**src/rtl/svns_pkg.sv**
```systemverilog
// ----------------------------------------------------------------------------
// svns_pkg: shared types and constants of the square-wave voice and noise synth
// Command codes, field widths, the master gain table and the voice control word.
// ----------------------------------------------------------------------------
`default_nettype none

package svns_pkg;

  // Command codes of an input request
  typedef enum logic [1:0] {
    CMD_TICK    = 2'd0,
    CMD_NOTE_ON = 2'd1,
    CMD_REST    = 2'd2,
    CMD_NOISE   = 2'd3
  } cmd_e;

  // Field and state widths
  localparam int unsigned CMD_W        = 2;
  localparam int unsigned VOICE_W      = 2;
  localparam int unsigned PHASE_W      = 16;
  localparam int unsigned LEVEL_W      = 8;
  localparam int unsigned ENV_W        = 16;
  localparam int unsigned AMP_W        = 9;   // signed +/- envelope/256
  localparam int unsigned NOISE_W      = 31;
  localparam int unsigned NOISE_PART_W = 7;   // signed +/- amplitude/4
  localparam int unsigned SAMPLE_W     = 16;
  localparam int unsigned VOL_W        = 2;
  localparam int unsigned GAIN_W       = 6;

  localparam logic [NOISE_W-1:0] NOISE_SEED = 31'h0000_ACE1;
  localparam int                 SAT_LIMIT  = 32000;
  localparam logic [VOL_W-1:0]   VOL_RESET  = 2'd2;

  // Master gain per volume level
  localparam logic [GAIN_W-1:0] GAIN_TABLE [4] = '{6'd0, 6'd14, 6'd28, 6'd46};

  // Per-voice control for one processed request
  typedef struct packed {
    logic tick;   // advance and decay
    logic load;   // note on for this voice
    logic clear;  // rest for this voice
  } voice_ctrl_t;

endpackage

`default_nettype wire

```
**src/rtl/svns_if.sv**
```systemverilog
// ----------------------------------------------------------------------------
// svns_if: request and sample channels of the synth
// Valid/ready channels; a transfer happens when valid and ready are both high.
// ----------------------------------------------------------------------------
`default_nettype none

interface svns_cmd_if;
  logic        valid;
  logic        ready;
  logic [1:0]  command;
  logic [1:0]  voice;
  logic [15:0] phase_step;
  logic [7:0]  level;
  logic [7:0]  noise_level;

  modport source (output valid, command, voice, phase_step, level, noise_level,
                  input ready);
  modport sink   (input valid, command, voice, phase_step, level, noise_level,
                  output ready);
endinterface

interface svns_smp_if;
  logic               valid;
  logic               ready;
  logic signed [15:0] sample;

  modport source (output valid, sample, input ready);
  modport sink   (input valid, sample, output ready);
endinterface

`default_nettype wire

```
**src/rtl/svns_voice.sv**
```systemverilog
// ----------------------------------------------------------------------------
// svns_voice: one square-wave tone voice
// Holds phase, step, 8.8 envelope and decay; gives the signed contribution of
// the current tick and updates its state on each processed request.
// ----------------------------------------------------------------------------
`default_nettype none

module svns_voice
  import svns_pkg::*;
#(
  parameter int unsigned DECAY_W = 5
) (
  input  wire logic                      clk_i,
  input  wire logic                      rst_ni,
  input  wire voice_ctrl_t               ctrl_i,
  input  wire logic [PHASE_W-1:0]        step_i,
  input  wire logic [ENV_W-1:0]          env_i,
  input  wire logic [DECAY_W-1:0]        decay_i,
  output logic signed [AMP_W-1:0]        amp_o
);

  logic [PHASE_W-1:0] phase_q, phase_d;
  logic [PHASE_W-1:0] step_q, step_d;
  logic [ENV_W-1:0]   env_q, env_d;
  logic [DECAY_W-1:0] decay_q, decay_d;

  logic               sounding;
  logic [PHASE_W-1:0] phase_next;
  logic [ENV_W-1:0]   env_decayed;
  logic [AMP_W-1:0]   amp_mag;

  // Advance the phase and decay the envelope with a floor at zero
  always_comb begin
    sounding    = (env_q != '0);
    phase_next  = phase_q + step_q;
    env_decayed = (env_q > ENV_W'(decay_q)) ? (env_q - ENV_W'(decay_q)) : '0;
    amp_mag     = AMP_W'(env_q[ENV_W-1:8]);
    if (!sounding) begin
      amp_o = '0;
    end else if (phase_next[PHASE_W-1]) begin
      amp_o = $signed(amp_mag);
    end else begin
      amp_o = -$signed(amp_mag);
    end
  end

  // Pick the next state for the processed request
  always_comb begin
    phase_d = phase_q;
    step_d  = step_q;
    env_d   = env_q;
    decay_d = decay_q;
    if (ctrl_i.tick && sounding) begin
      phase_d = phase_next;
      env_d   = env_decayed;
    end else if (ctrl_i.load) begin
      step_d  = step_i;
      env_d   = env_i;
      decay_d = decay_i;
    end else if (ctrl_i.clear) begin
      env_d   = '0;
    end
  end

  always_ff @(posedge clk_i or negedge rst_ni) begin
    if (!rst_ni) begin
      phase_q <= '0;
      step_q  <= '0;
      env_q   <= '0;
      decay_q <= '0;
    end else begin
      phase_q <= phase_d;
      step_q  <= step_d;
      env_q   <= env_d;
      decay_q <= decay_d;
    end
  end

endmodule

`default_nettype wire

```
**src/rtl/svns_noise.sv**
```systemverilog
// ----------------------------------------------------------------------------
// svns_noise: 31-bit LFSR noise source
// Steps the LFSR on a tick while the amplitude is nonzero and gives
// plus or minus amplitude/4.
// ----------------------------------------------------------------------------
`default_nettype none

module svns_noise
  import svns_pkg::*;
(
  input  wire logic                        clk_i,
  input  wire logic                        rst_ni,
  input  wire logic                        tick_i,
  input  wire logic                        set_i,
  input  wire logic [LEVEL_W-1:0]          level_i,
  output logic signed [NOISE_PART_W-1:0]   part_o
);

  logic [NOISE_W-1:0] shift_q, shift_d;
  logic [LEVEL_W-1:0] amp_q, amp_d;
  logic               active;
  logic [NOISE_W-1:0] shift_next;
  logic [NOISE_PART_W-1:0] part_mag;

  // Shift right, feed bit 0 xor bit 1 back in at the top
  always_comb begin
    active     = (amp_q != '0);
    shift_next = {shift_q[0] ^ shift_q[1], shift_q[NOISE_W-1:1]};
    part_mag   = NOISE_PART_W'(amp_q[LEVEL_W-1:2]);
    if (!active) begin
      part_o = '0;
    end else if (shift_next[0]) begin
      part_o = $signed(part_mag);
    end else begin
      part_o = -$signed(part_mag);
    end
  end

  always_comb begin
    shift_d = shift_q;
    amp_d   = amp_q;
    if (tick_i && active) begin
      shift_d = shift_next;
    end
    if (set_i) begin
      amp_d = level_i;
    end
  end

  always_ff @(posedge clk_i or negedge rst_ni) begin
    if (!rst_ni) begin
      shift_q <= NOISE_SEED;
      amp_q   <= '0;
    end else begin
      shift_q <= shift_d;
      amp_q   <= amp_d;
    end
  end

endmodule

`default_nettype wire

```
**src/rtl/svns_mixer.sv**
```systemverilog
// ----------------------------------------------------------------------------
// svns_mixer: mix, gain, saturate and the sample output register
// Sums the voice and noise contributions, applies the master gain, clamps to
// +/-32000 and holds the sample until the sink takes it.
// ----------------------------------------------------------------------------
`default_nettype none

module svns_mixer
  import svns_pkg::*;
#(
  parameter int unsigned VOICE_COUNT = 3
) (
  input  wire logic                          clk_i,
  input  wire logic                          rst_ni,
  input  wire logic                          tick_i,
  input  wire logic [VOL_W-1:0]              volume_i,
  input  wire logic signed [AMP_W-1:0]       voice_amp_i [VOICE_COUNT],
  input  wire logic signed [NOISE_PART_W-1:0] noise_part_i,
  output logic                               room_o,
  svns_smp_if.source                         smp_o
);

  localparam int unsigned SumW  = $clog2(VOICE_COUNT * 255 + 63 + 1) + 1;
  localparam int unsigned ProdW = SumW + GAIN_W + 1;
  localparam logic signed [ProdW-1:0] SatHi = ProdW'(SAT_LIMIT);
  localparam logic signed [ProdW-1:0] SatLo = -SatHi;

  logic signed [SumW-1:0]     acc;
  logic signed [ProdW-1:0]    prod;
  logic signed [SAMPLE_W-1:0] sat;
  logic                       valid_q, valid_d;
  logic signed [SAMPLE_W-1:0] sample_q, sample_d;

  // Sum the contributions, scale and clamp
  always_comb begin
    acc = SumW'(noise_part_i);
    for (int i = 0; i < VOICE_COUNT; i++) begin
      acc = acc + SumW'(voice_amp_i[i]);
    end
    prod = ProdW'(acc) * $signed({1'b0, GAIN_TABLE[volume_i]});
    if (prod > SatHi) begin
      sat = SAMPLE_W'(SatHi);
    end else if (prod < SatLo) begin
      sat = SAMPLE_W'(SatLo);
    end else begin
      sat = SAMPLE_W'(prod);
    end
  end

  // Load a new sample on a tick, drop it once taken
  always_comb begin
    room_o   = !valid_q || smp_o.ready;
    valid_d  = valid_q;
    sample_d = sample_q;
    if (tick_i) begin
      valid_d  = 1'b1;
      sample_d = sat;
    end else if (smp_o.ready) begin
      valid_d  = 1'b0;
    end
  end

  always_ff @(posedge clk_i or negedge rst_ni) begin
    if (!rst_ni) begin
      valid_q <= 1'b0;
    end else begin
      valid_q <= valid_d;
    end
  end

  always_ff @(posedge clk_i) begin
    sample_q <= sample_d;
  end

  assign smp_o.valid  = valid_q;
  assign smp_o.sample = sample_q;

endmodule

`default_nettype wire

```
**src/rtl/square_voice_noise_synth.sv**
```systemverilog
// A request is registered on acceptance and then processed; a held tick waits
// for output room, then loads its sample into the output register.
// Throughput: one request per cycle unless a tick waits for output room, set by
// the single pass from the input register via the voice, noise and mixer logic.
// Reset (asynchronous, active low) clears all voices and the noise level,
// seeds the LFSR with 0xACE1 and sets the volume level to 2.
// ----------------------------------------------------------------------------
// square_voice_noise_synth: three-voice square-wave synth with LFSR noise
// Input request register, per-voice lanes, noise source and sample mixer.
// ----------------------------------------------------------------------------
`default_nettype none

module square_voice_noise_synth
  import svns_pkg::*;
#(
  parameter int unsigned VOICE_COUNT  = 3,
  parameter int unsigned DECAY_LENGTH = 2880
) (
  input  wire logic             clk_i,
  input  wire logic             rst_ni,
  input  wire logic             cfg_we_i,
  input  wire logic [VOL_W-1:0] cfg_data_i,
  svns_cmd_if.sink              cmd_i,
  svns_smp_if.source            smp_o
);

  localparam int unsigned DecayW = $clog2((255 * 256) / DECAY_LENGTH + 1);

  // Input request register
  logic                 in_valid_q, in_valid_d;
  logic [CMD_W-1:0]     cmd_q;
  logic [VOICE_W-1:0]   voice_q;
  logic [PHASE_W-1:0]   step_q;
  logic [LEVEL_W-1:0]   level_q;
  logic [LEVEL_W-1:0]   nlevel_q;
  logic [VOL_W-1:0]     volume_q;

  logic                 room;
  logic                 proc;
  logic                 take;
  logic                 is_tick;
  logic [DecayW-1:0]    decay_lut [256];
  logic [DecayW-1:0]    decay;
  logic signed [AMP_W-1:0]        voice_amp [VOICE_COUNT];
  logic signed [NOISE_PART_W-1:0] noise_part;

  // Process the held request; a tick waits for output room for its sample
  always_comb begin
    is_tick     = (cmd_q == CMD_TICK);
    proc        = in_valid_q && (!is_tick || room);
    cmd_i.ready = !in_valid_q || proc;
    take        = cmd_i.valid && cmd_i.ready;
    in_valid_d  = take ? 1'b1 : (proc ? 1'b0 : in_valid_q);
  end

  always_ff @(posedge clk_i or negedge rst_ni) begin
    if (!rst_ni) begin
      in_valid_q <= 1'b0;
      volume_q   <= VOL_RESET;
    end else begin
      in_valid_q <= in_valid_d;
      if (cfg_we_i) begin
        volume_q <= cfg_data_i;
      end
    end
  end

  always_ff @(posedge clk_i) begin
    if (take) begin
      cmd_q    <= cmd_i.command;
      voice_q  <= cmd_i.voice;
      step_q   <= cmd_i.phase_step;
      level_q  <= cmd_i.level;
      nlevel_q <= cmd_i.noise_level;
    end
  end

  // Decay per level: max(1, level*256/DECAY_LENGTH)
  for (genvar g = 0; g < 256; g++) begin : g_decay
    localparam int unsigned DecVal = (g * 256) / DECAY_LENGTH;
    assign decay_lut[g] = (DecVal == 0) ? DecayW'(1) : DecayW'(DecVal);
  end
  assign decay = decay_lut[level_q];

  // Voice lanes
  for (genvar v = 0; v < VOICE_COUNT; v++) begin : g_voice
    voice_ctrl_t ctrl;
    logic        hit;
    assign hit        = (32'(voice_q) == v);
    assign ctrl.tick  = proc && is_tick;
    assign ctrl.load  = proc && hit && (cmd_q == CMD_NOTE_ON);
    assign ctrl.clear = proc && hit && (cmd_q == CMD_REST);

    svns_voice #(
      .DECAY_W (DecayW)
    ) u_voice (
      .clk_i   (clk_i),
      .rst_ni  (rst_ni),
      .ctrl_i  (ctrl),
      .step_i  (step_q),
      .env_i   ({level_q, 8'h00}),
      .decay_i (decay),
      .amp_o   (voice_amp[v])
    );
  end

  svns_noise u_noise (
    .clk_i   (clk_i),
    .rst_ni  (rst_ni),
    .tick_i  (proc && is_tick),
    .set_i   (proc && (cmd_q == CMD_NOISE)),
    .level_i (nlevel_q),
    .part_o  (noise_part)
  );

  svns_mixer #(
    .VOICE_COUNT (VOICE_COUNT)
  ) u_mixer (
    .clk_i        (clk_i),
    .rst_ni       (rst_ni),
    .tick_i       (proc && is_tick),
    .volume_i     (volume_q),
    .voice_amp_i  (voice_amp),
    .noise_part_i (noise_part),
    .room_o       (room),
    .smp_o        (smp_o)
  );

`ifndef NO_ASSERTIONS
  // A presented sample stays within the saturation limits
  assert property (@(posedge clk_i) disable iff (!rst_ni)
    smp_o.valid |-> (smp_o.sample <= 16'sd32000 && smp_o.sample >= -16'sd32000))
    else $error("sample beyond saturation limit");

  // A held request that cannot be processed stays in the input register
  assert property (@(posedge clk_i) disable iff (!rst_ni)
    (in_valid_q && !proc) |=> (in_valid_q && $stable(cmd_q) && $stable(voice_q)))
    else $error("pending request lost");

  // A processed tick always presents a sample in the next cycle
  assert property (@(posedge clk_i) disable iff (!rst_ni)
    (proc && is_tick) |=> smp_o.valid)
    else $error("tick produced no sample");

  // No request is taken while a tick waits for output room
  assert property (@(posedge clk_i) disable iff (!rst_ni)
    (in_valid_q && is_tick && !room) |-> !cmd_i.ready)
    else $error("request taken while tick stalled");
`endif

endmodule

`default_nettype wire
```
**src/flat_wrapper.sv**
```systemverilog
// flat-port wrapper written by rule: the top's interface ports become plain ports
module square_voice_noise_synth_flat import svns_pkg::*;
#(
  parameter int unsigned VOICE_COUNT  = 3,
  parameter int unsigned DECAY_LENGTH = 2880
)
  (clk_i, rst_ni, cfg_we_i, cfg_data_i, cmd_i_valid, cmd_i_command, cmd_i_voice, cmd_i_phase_step, cmd_i_level, cmd_i_noise_level, cmd_i_ready, smp_o_valid, smp_o_sample, smp_o_ready);
  svns_cmd_if cmd_i_i ();
  svns_smp_if smp_o_i ();
  input  wire logic clk_i;
  input  wire logic rst_ni;
  input  wire logic cfg_we_i;
  input  wire logic [VOL_W-1:0] cfg_data_i;
  input wire logic [$bits(cmd_i_i.valid)-1:0] cmd_i_valid;
  input wire logic [$bits(cmd_i_i.command)-1:0] cmd_i_command;
  input wire logic [$bits(cmd_i_i.voice)-1:0] cmd_i_voice;
  input wire logic [$bits(cmd_i_i.phase_step)-1:0] cmd_i_phase_step;
  input wire logic [$bits(cmd_i_i.level)-1:0] cmd_i_level;
  input wire logic [$bits(cmd_i_i.noise_level)-1:0] cmd_i_noise_level;
  output wire logic [$bits(cmd_i_i.ready)-1:0] cmd_i_ready;
  output wire logic [$bits(smp_o_i.valid)-1:0] smp_o_valid;
  output wire logic [$bits(smp_o_i.sample)-1:0] smp_o_sample;
  input wire logic [$bits(smp_o_i.ready)-1:0] smp_o_ready;
  assign cmd_i_i.valid = cmd_i_valid;
  assign cmd_i_i.command = cmd_i_command;
  assign cmd_i_i.voice = cmd_i_voice;
  assign cmd_i_i.phase_step = cmd_i_phase_step;
  assign cmd_i_i.level = cmd_i_level;
  assign cmd_i_i.noise_level = cmd_i_noise_level;
  assign cmd_i_ready = cmd_i_i.ready;
  assign smp_o_valid = smp_o_i.valid;
  assign smp_o_sample = smp_o_i.sample;
  assign smp_o_i.ready = smp_o_ready;
  square_voice_noise_synth #(.VOICE_COUNT(VOICE_COUNT), .DECAY_LENGTH(DECAY_LENGTH)) u_core (.clk_i(clk_i), .rst_ni(rst_ni), .cfg_we_i(cfg_we_i), .cfg_data_i(cfg_data_i), .cmd_i(cmd_i_i), .smp_o(smp_o_i));
endmodule
```
**config.mk**
```make
export PLATFORM = sky130hd
export DESIGN_NAME = square_voice_noise_synth_flat
export DESIGN_NICKNAME = d
export VERILOG_FILES = /design/src/rtl/svns_pkg.sv /design/src/rtl/svns_if.sv /design/src/rtl/svns_voice.sv /design/src/rtl/svns_noise.sv /design/src/rtl/svns_mixer.sv /design/src/rtl/square_voice_noise_synth.sv /design/src/flat_wrapper.sv
export SDC_FILE = /design/constraint.sdc
export NUM_CORES = 1
export LEC_CHECK = 0
export ABC_AREA = 1
export BUFFER_PORTS_ARGS = -buffer_cell sky130_fd_sc_hd__buf_2
export CORE_MARGIN = 2
export CORE_UTILIZATION = 55
export CTS_CLUSTER_DIAMETER = 200
export DETAILED_ROUTE_END_ITERATION = 12
export PLACE_DENSITY = 0.82
export REMOVE_ABC_BUFFERS = 1
export SLEW_MARGIN = 20
export SYNTH_ARGS = -nofsm -noshare
export SYNTH_HDL_FRONTEND = slang
export SYNTH_SLANG_ARGS = --single-unit
```
**constraint.sdc**
```tcl
create_clock -name clk_i -period 24.2 [get_ports clk_i]
set_clock_uncertainty 0.15 [all_clocks]
set_input_delay 2.42 -clock clk_i [delete_from_list [all_inputs] [get_ports clk_i]]
set_output_delay 2.42 -clock clk_i [all_outputs]
set_load 0.01 [all_outputs]
```
# --- After elaboration in Yosys (flattened, before gate mapping) ---
# Memories as Yosys holds them, arrays and structs flattened.
# Cells that the tools add are included.
totals:
  rom_bits: 1280
  mem_count: 1
  wordCells: 125
  regBits: 254
  output_inout_bits: 18
mem_list:
  columns: ["memory", "depth", "word_bits", "read_ports", "rd_ports_with_merged_regs", "wr", "line", "source"]
  rows:
  - ["(name not given)", 256, 5, 1, 0, 0, "square_voice_noise_synth.sv:83", "assign decay = decay_lut[level_q];"]
classes:
  bitwise: 6
  n_eq_ne: 5
  reduce_logical: 38
  addsub: 13
  mul: 1
  n_mux: 30
  n_lt_le_gt_ge: 7
ops:
  columns: ["cell", "n"]
  rows:
  - ["2-to-1 mux 16 bit", 13]
  - ["2-to-1 mux 9 bit", 6]
  - ["adder 16 bit", 3]
  - ["> comparator 16 x 5 -> 1 bit", 3]
  - ["nonzero test 16 bit", 3]
  - ["subtractor 16 x 5 -> 16 bit", 3]
  - ["negator 8 -> 9 bit", 3]
  - ["> comparator 18 x 16 -> 1 bit (second input constant)", 1]
  - ["< comparator 18 x 16 -> 1 bit (second input constant)", 1]
  - ["multiplier 11 x 7 -> 18 bit", 1]
  - ["logical AND 1 bit", 17]
  - ["2-to-1 mux 7 bit", 2]
  - ["binary-select mux 6 bit (select 2 bit)", 1]
  - ["2-to-1 mux 6 bit", 2]
  - ["adder 10 x 9 -> 11 bit", 1]
  - ["adder 11 x 9 -> 11 bit", 1]
  - ["adder 7 x 9 -> 10 bit", 1]
  - ["2-to-1 mux 5 bit", 2]
  - [">= comparator 9 bit (second input constant)", 1]
  - ["NOT 8 -> 9 bit", 1]
  - ["nonzero test 3 bit", 3]
  - ["nonzero test 8 bit", 1]
  - ["negator 6 -> 7 bit", 1]
  - ["equality test 2 bit (second input constant)", 3]
  - ["other kinds (12)", 26]

# --- Depth between registers and ports, before layout ---
depth:
  word_depth: 9
  mapped_depth: 48

# --- Cells and area by module ---
# From an unflattened synthesis, not the netlist that was laid out.
unflattened:
  hier_cells: 2425
  hier_area_um2: 18450.2
by_module_without_submodules:
  columns: ["mod", "cells_per_inst", "seq_area_each_um2", "instances", "area_each_um2"]
  rows:
  - ["svns_mixer", 495, 475.5, 1, 3871.2]
  - ["svns_voice (u_core.g_voice[1].u_voice)", 520, 1326.3, 1, 3689.8]
  - ["svns_voice (u_core.g_voice[0].u_voice)", 521, 1326.3, 1, 3682.3]
  - ["svns_voice (u_core.g_voice[2].u_voice)", 523, 1326.3, 1, 3667.3]
  - ["square_voice_noise_synth", 174, 1157.4, 1, 1775.5]
  - ["svns_noise", 192, 985.9, 1, 1764.2]

# --- Worst setup path before layout ---
# No wires, ideal clock.
synth_timing:
  path_type: "register to register"
  start: "register u_core.g_voice[1].u_voice.phase_q[2]"
  end: "register u_core.u_mixer.sample_q[1] (netlist: u_core.u_mixer.smp_o.sample[1]) (data pin)"
  arrival_time_ps: 7672
  period_less_slack_ps: 8077
  setup_slack_ps: 16123
  t_required_ps: 23796
  path_stages_with_launch: 47
  cell_sequence: "dfrtp_1 ha_1 a21oi_1 nand2_1 a21boi_1 o21ai_2 nand3_1 nand2_1 nand2_2 nand2_1 or2_1 nand3_1 fa_1 fa_1 inv_1 ha_1 fa_1 nand3_1 [... 11 more ...] fa_1 inv_1 fa_1 fa_1 ha_1 ha_1 a21oi_2 nor2_1 nor2_1 nand2_1 nand2_1 nand2_1 nor2_1 nand3_1 nand3_1 nand2_2 nand2_2 nor2_1"
synth_between:
  elab_chain_cells: 8
  word_cells_on_any_way: 9
  cone_classes: "add/sub (3); mul (1); order compare (2); mux (2); reduce/logical (1)"
synth_lines:
  columns: ["item", "line", "source"]
  rows:
  - ["start: declaration", "svns_voice.sv:22", "logic [PHASE_W-1:0] phase_q, phase_d;"]
  - ["start signal: assignment", "svns_voice.sv:72", "phase_q <= phase_d;"]
  - ["adder 16 bit *", "svns_voice.sv:35", "phase_next = phase_q + step_q;"]
  - ["2-to-1 mux 9 bit *", "svns_voice.sv:40", "end else if (phase_next[PHASE_W-1]) begin"]
  - ["2-to-1 mux 9 bit *", "svns_voice.sv:38", "if (!sounding) begin"]
  - ["adder 10 x 9 -> 11 bit *", "svns_mixer.sv:38", "acc = acc + SumW'(voice_amp_i[i]);"]
  - ["adder 11 x 9 -> 11 bit *", "svns_mixer.sv:38", null]
  - ["multiplier 11 x 7 -> 18 bit *", "svns_mixer.sv:40", "prod = ProdW'(acc) * $signed({1'b0, GAIN_TABLE[volume_i]});"]
  - ["> comparator 18 x 16 -> 1 bit / < comparator 18 x 16 -> 1 bit (equally long branches)", "svns_mixer.sv:41, svns_mixer.sv:43", null]
  - ["OR reduction 2 bit (no line)", null, null]
  - ["end signal: assignment", "svns_mixer.sv:72", "sample_q <= sample_d;"]
  - ["end: declaration", "svns_mixer.sv:32", "logic signed [SAMPLE_W-1:0] sample_q, sample_d;"]
# Every way passes the cells marked *; elsewhere a longest branch is shown, timed or not.
# A chain may end at the register's enable or synchronous reset.

# --- Worst setup path after layout ---
layout_timing:
  start: "register u_core.g_voice[2].u_voice.phase_q[2]"
  end: "register u_core.u_mixer.sample_q[5] (netlist: u_core.u_mixer.smp_o.sample[5]) (data pin)"
layout_between:
  elab_chain_cells: 7
  word_cells_on_any_way: 8
  cone_classes: "add/sub (2); mul (1); order compare (2); mux (2); reduce/logical (1)"
layout_lines:
  columns: ["item", "line"]
  rows:
  - ["start: declaration", "svns_voice.sv:22"]
  - ["start signal: assignment", "svns_voice.sv:72"]
  - ["adder 16 bit *", "svns_voice.sv:35"]
  - ["2-to-1 mux 9 bit *", "svns_voice.sv:40"]
  - ["2-to-1 mux 9 bit *", "svns_voice.sv:38"]
  - ["adder 11 x 9 -> 11 bit *", "svns_mixer.sv:38"]
  - ["multiplier 11 x 7 -> 18 bit *", "svns_mixer.sv:40"]
  - ["> comparator 18 x 16 -> 1 bit / < comparator 18 x 16 -> 1 bit (equally long branches)", "svns_mixer.sv:41, svns_mixer.sv:43"]
  - ["OR reduction 2 bit (no line)", null]
# Marked as above.

==> flow_metrics.env <==
export IMPL_die_area_um2=32400
export IMPL_critPathBufInv=5
export IMPL_fp_dieW_um=180
export IMPL_start_util_pct=55.8
export IMPL_drive_gt1_share_pct=7.52
export IMPL_status="finished, final reports clean"
export IMPL_root_buffer="clkbuf_16"
export IMPL_avgSynthCellArea_um2=8.14
export IMPL_synth_flop_cell="dfrtp_1"
export IMPL_viasPerCell=5.53
export IMPL_netlist_instances=2092
export IMPL_area_growth_pct=8.68
export IMPL_synth_seq_cells=253
export IMPL_grt_antenna_before_repair=0
export IMPL_grt_pass1_wl_mm=65.6
export IMPL_rsz0062_at_grt="no"
export IMPL_max_cap_violations=0
export IMPL_slew_headroom_pct=45.0
export IMPL_synth_edf_count=51
export IMPL_clk_pin_slew_ns=0.06
export IMPL_setup_viol=0
export IMPL_end_kind="register"
export IMPL_crit_family="adder cells"
export IMPL_cts_max_path_buffers=3
export IMPL_period_minus_slack_ns=8.97
export IMPL_crit_type="reg2reg"
export IMPL_report_final_hold_viol_count=0
export IMPL_cts_setup_buffers=0
export IMPL_fp_row_count=64
export IMPL_hp_class="reg2reg"
export IMPL_vias=14107
export IMPL_cts_buffers=28
export IMPL_grt_max_degree=105
export IMPL_synthesis_area_um2=17000
export IMPL_nets=2354
export IMPL_finalMaxSlewViolations=0
export IMPL_ys_async_sr_fraction_pct=79.8
export IMPL_crit_top_cell="nand2_1"
export IMPL_io_pins=61
export IMPL_tns_ns=0
export IMPL_avgRoutedWirePerCell_um=15.2
export IMPL_required_ns=24.36
export IMPL_grt_overflow=0
export IMPL_routabilityCongestion=0.928
export IMPL_fin_crit_sh_pct=37.1
export IMPL_cp_slowest_cell="fa_1"
export IMPL_postRouteWirelength_mm=38.8
export IMPL_drc_errors=0
export IMPL_clk_latency_ns=0.56
export IMPL_worst_pin_slew_ns=0.825
export IMPL_cp_start_kind="register"
export IMPL_cts_tree="yes"
export IMPL_ys_types=57
export IMPL_port_buffers=59
export IMPL_drtPass1Iterations=6
export IMPL_die_h_um=180
export IMPL_path_max_fanout=11
export IMPL_max_clock_freq_mhz=111
export IMPL_seq_area_frac_synth_pct=38.8
export IMPL_critPathMaxStageDelay_ns=0.55
export IMPL_diodes=0
export IMPL_grt_pass1_vias=13855
export IMPL_dp_hpwl_mm=29.4
export IMPL_drt_iter0_markers=1119
export IMPL_n_fill_cell=2552
export IMPL_arrival_ns=9.13
export IMPL_ctsResizeCount=0
export IMPL_track_usage_pct=24.2
export IMPL_coreArea_um2=30500
export IMPL_yosys_warnings=0
export IMPL_ctsHoldBuffers=0
export IMPL_antenna_left=0
export IMPL_cts_sink_count=253
export IMPL_h_tree_depth=1
## worst paths after layout
path                                                      start                                   end  slack, ns  cells after the start
max                        u_core.g_voice[2].u_voice.phase_q[2]        u_core.u_mixer.smp_o.sample[5]      15.23                     45
min                                  u_core.u_noise.shift_q[27]            u_core.u_noise.shift_q[26]       0.32                      2
max in group asynchronous                                rst_ni  u_core.g_voice[0].u_voice.decay_q[1]      20.86                      2
max reg2reg                u_core.g_voice[2].u_voice.phase_q[2]        u_core.u_mixer.smp_o.sample[5]      15.23                     45
min in group asynchronous                                rst_ni            u_core.u_noise.shift_q[16]       1.82                      1
min reg2reg                          u_core.u_noise.shift_q[27]            u_core.u_noise.shift_q[26]       0.32                      2
## state kept, by name, summed over array words and instances, names as in the netlist
| name | flops |
|---|---|
| u_core.g_voice.u_voice.step_q | 48 |
| u_core.volume_q | 2 |
| u_core.in_valid_q | 1 |
| u_core.g_voice.u_voice.decay_q | 15 |
| u_core.g_voice.u_voice.phase_q | 48 |
| u_core.u_mixer.smp_o.valid | 1 |
| u_core.level_q | 8 |
| u_core.g_voice.u_voice.env_q | 48 |
| u_core.u_mixer.smp_o.sample | 15 |
| u_core.u_noise.shift_q | 31 |
| u_core.cmd_q | 2 |
| u_core.voice_q | 2 |
| u_core.nlevel_q | 8 |
| u_core.u_noise.amp_q | 8 |
| u_core.step_q | 16 |
## metrics by stage
step           setup WS, ns  area, um^2  hold slack [ns]  instances  util (%)
2_1_floorplan         15.58       16800            0.293       2041         -
3_3_place_gp          15.62       17600            0.301       2502      57.8
3_5_place_dp          15.32       17600            0.309       2502      57.8
4_1_cts               15.31       18500            0.318       2551      60.6
5_1_grt               14.48       18500            0.335       2551      60.6
6_report              15.23       18500            0.321       2551      60.6
## worst register-to-register path, delay by kind of cell (launching register included)
kind	cells	cell delay [ns]
adders and majority gates	10	4.26
and+or+nand+nor	24	2.65
AOI/OAI and AO/OA	6	0.99
DFF	1	0.38
buffers and inverters	5	0.30
## layout make-up
cell class / count / area, um^2 / share of cell area, %
inverters: 294 / 1110 / 5.98
repair buffers: 65 / 349 / 1.89
flip-flops and latches: 253 / 6600 / 35.7
clock inverters: 10 / 93.8 / 0.507
multi-input cells: 1494 / 9080 / 49.1
clock buffers: 39 / 773 / 4.18
well taps: 396 / 495 / 2.68
## synthesized netlist by cell type (9+ instances only)
library cell / instances / area (um^2)
inv_1: 286 / 1070
dfrtp_1: 193 / 4830
a31oi_1: 20 / 125
a21oi_1: 73 / 365
dfstp_2: 9 / 236
clkbuf_1: 29 / 109
o211ai_1: 12 / 90.1
edfxtp_1: 51 / 1530
o21ai_0: 162 / 811
o221ai_1: 10 / 87.6
xnor2_1: 26 / 228
fa_1: 58 / 1160
xor2_1: 50 / 438
o22ai_1: 14 / 87.6
ha_1: 117 / 1460
nor2_1: 162 / 608
nor3_1: 16 / 80.1
nand4_1: 31 / 194
buf_2: 15 / 75.1
nand2_1: 506 / 1900
nand3_1: 152 / 761
## metal layers
metal / global-route usage [%] / vias up / part of all wire [%]
met5: 0 / - / 0
met4: 8.59 / 0 / 3.6
met3: 2.84 / 96 / 5.8
met2: 39.7 / 460 / 46
met1: 33.3 / 6613 / 44
li1: - / 6938 / -
## cells by family (layout without fill, tap and decap cells)
logic type,count (synthesis),count (layout),share of synthesized area [%]
mux,5,5,0.331
compound gates,328,328,11.0
buf+inv,345,408,7.93
xor+xnor,76,76,3.91
flops,253,253,38.8
other cells,1,1,0.0220
simple gates,909,909,22.6
fa+ha+maj,175,175,15.4
## cells in the final DEF (no fill, tap or decap), drive strengths merged, types with 17 or more instances in the layout
| master | instances |
|---|---|
| nor2 | 170 |
| a31oi | 21 |
| buf | 64 |
| nand4 | 31 |
| nor3 | 17 |
| dfrtp | 193 |
| edfxtp | 51 |
| clkbuf | 40 |
| inv | 297 |
| a21oi | 76 |
| ha | 117 |
| xor2 | 50 |
| nand3 | 153 |
| o21ai | 171 |
| xnor2 | 26 |
| fa | 58 |
| nand2 | 515 |
Power is left out: the tool's default activity adds up to more than one toggle a clock period on the data nets, which glitch-free logic cannot reach.
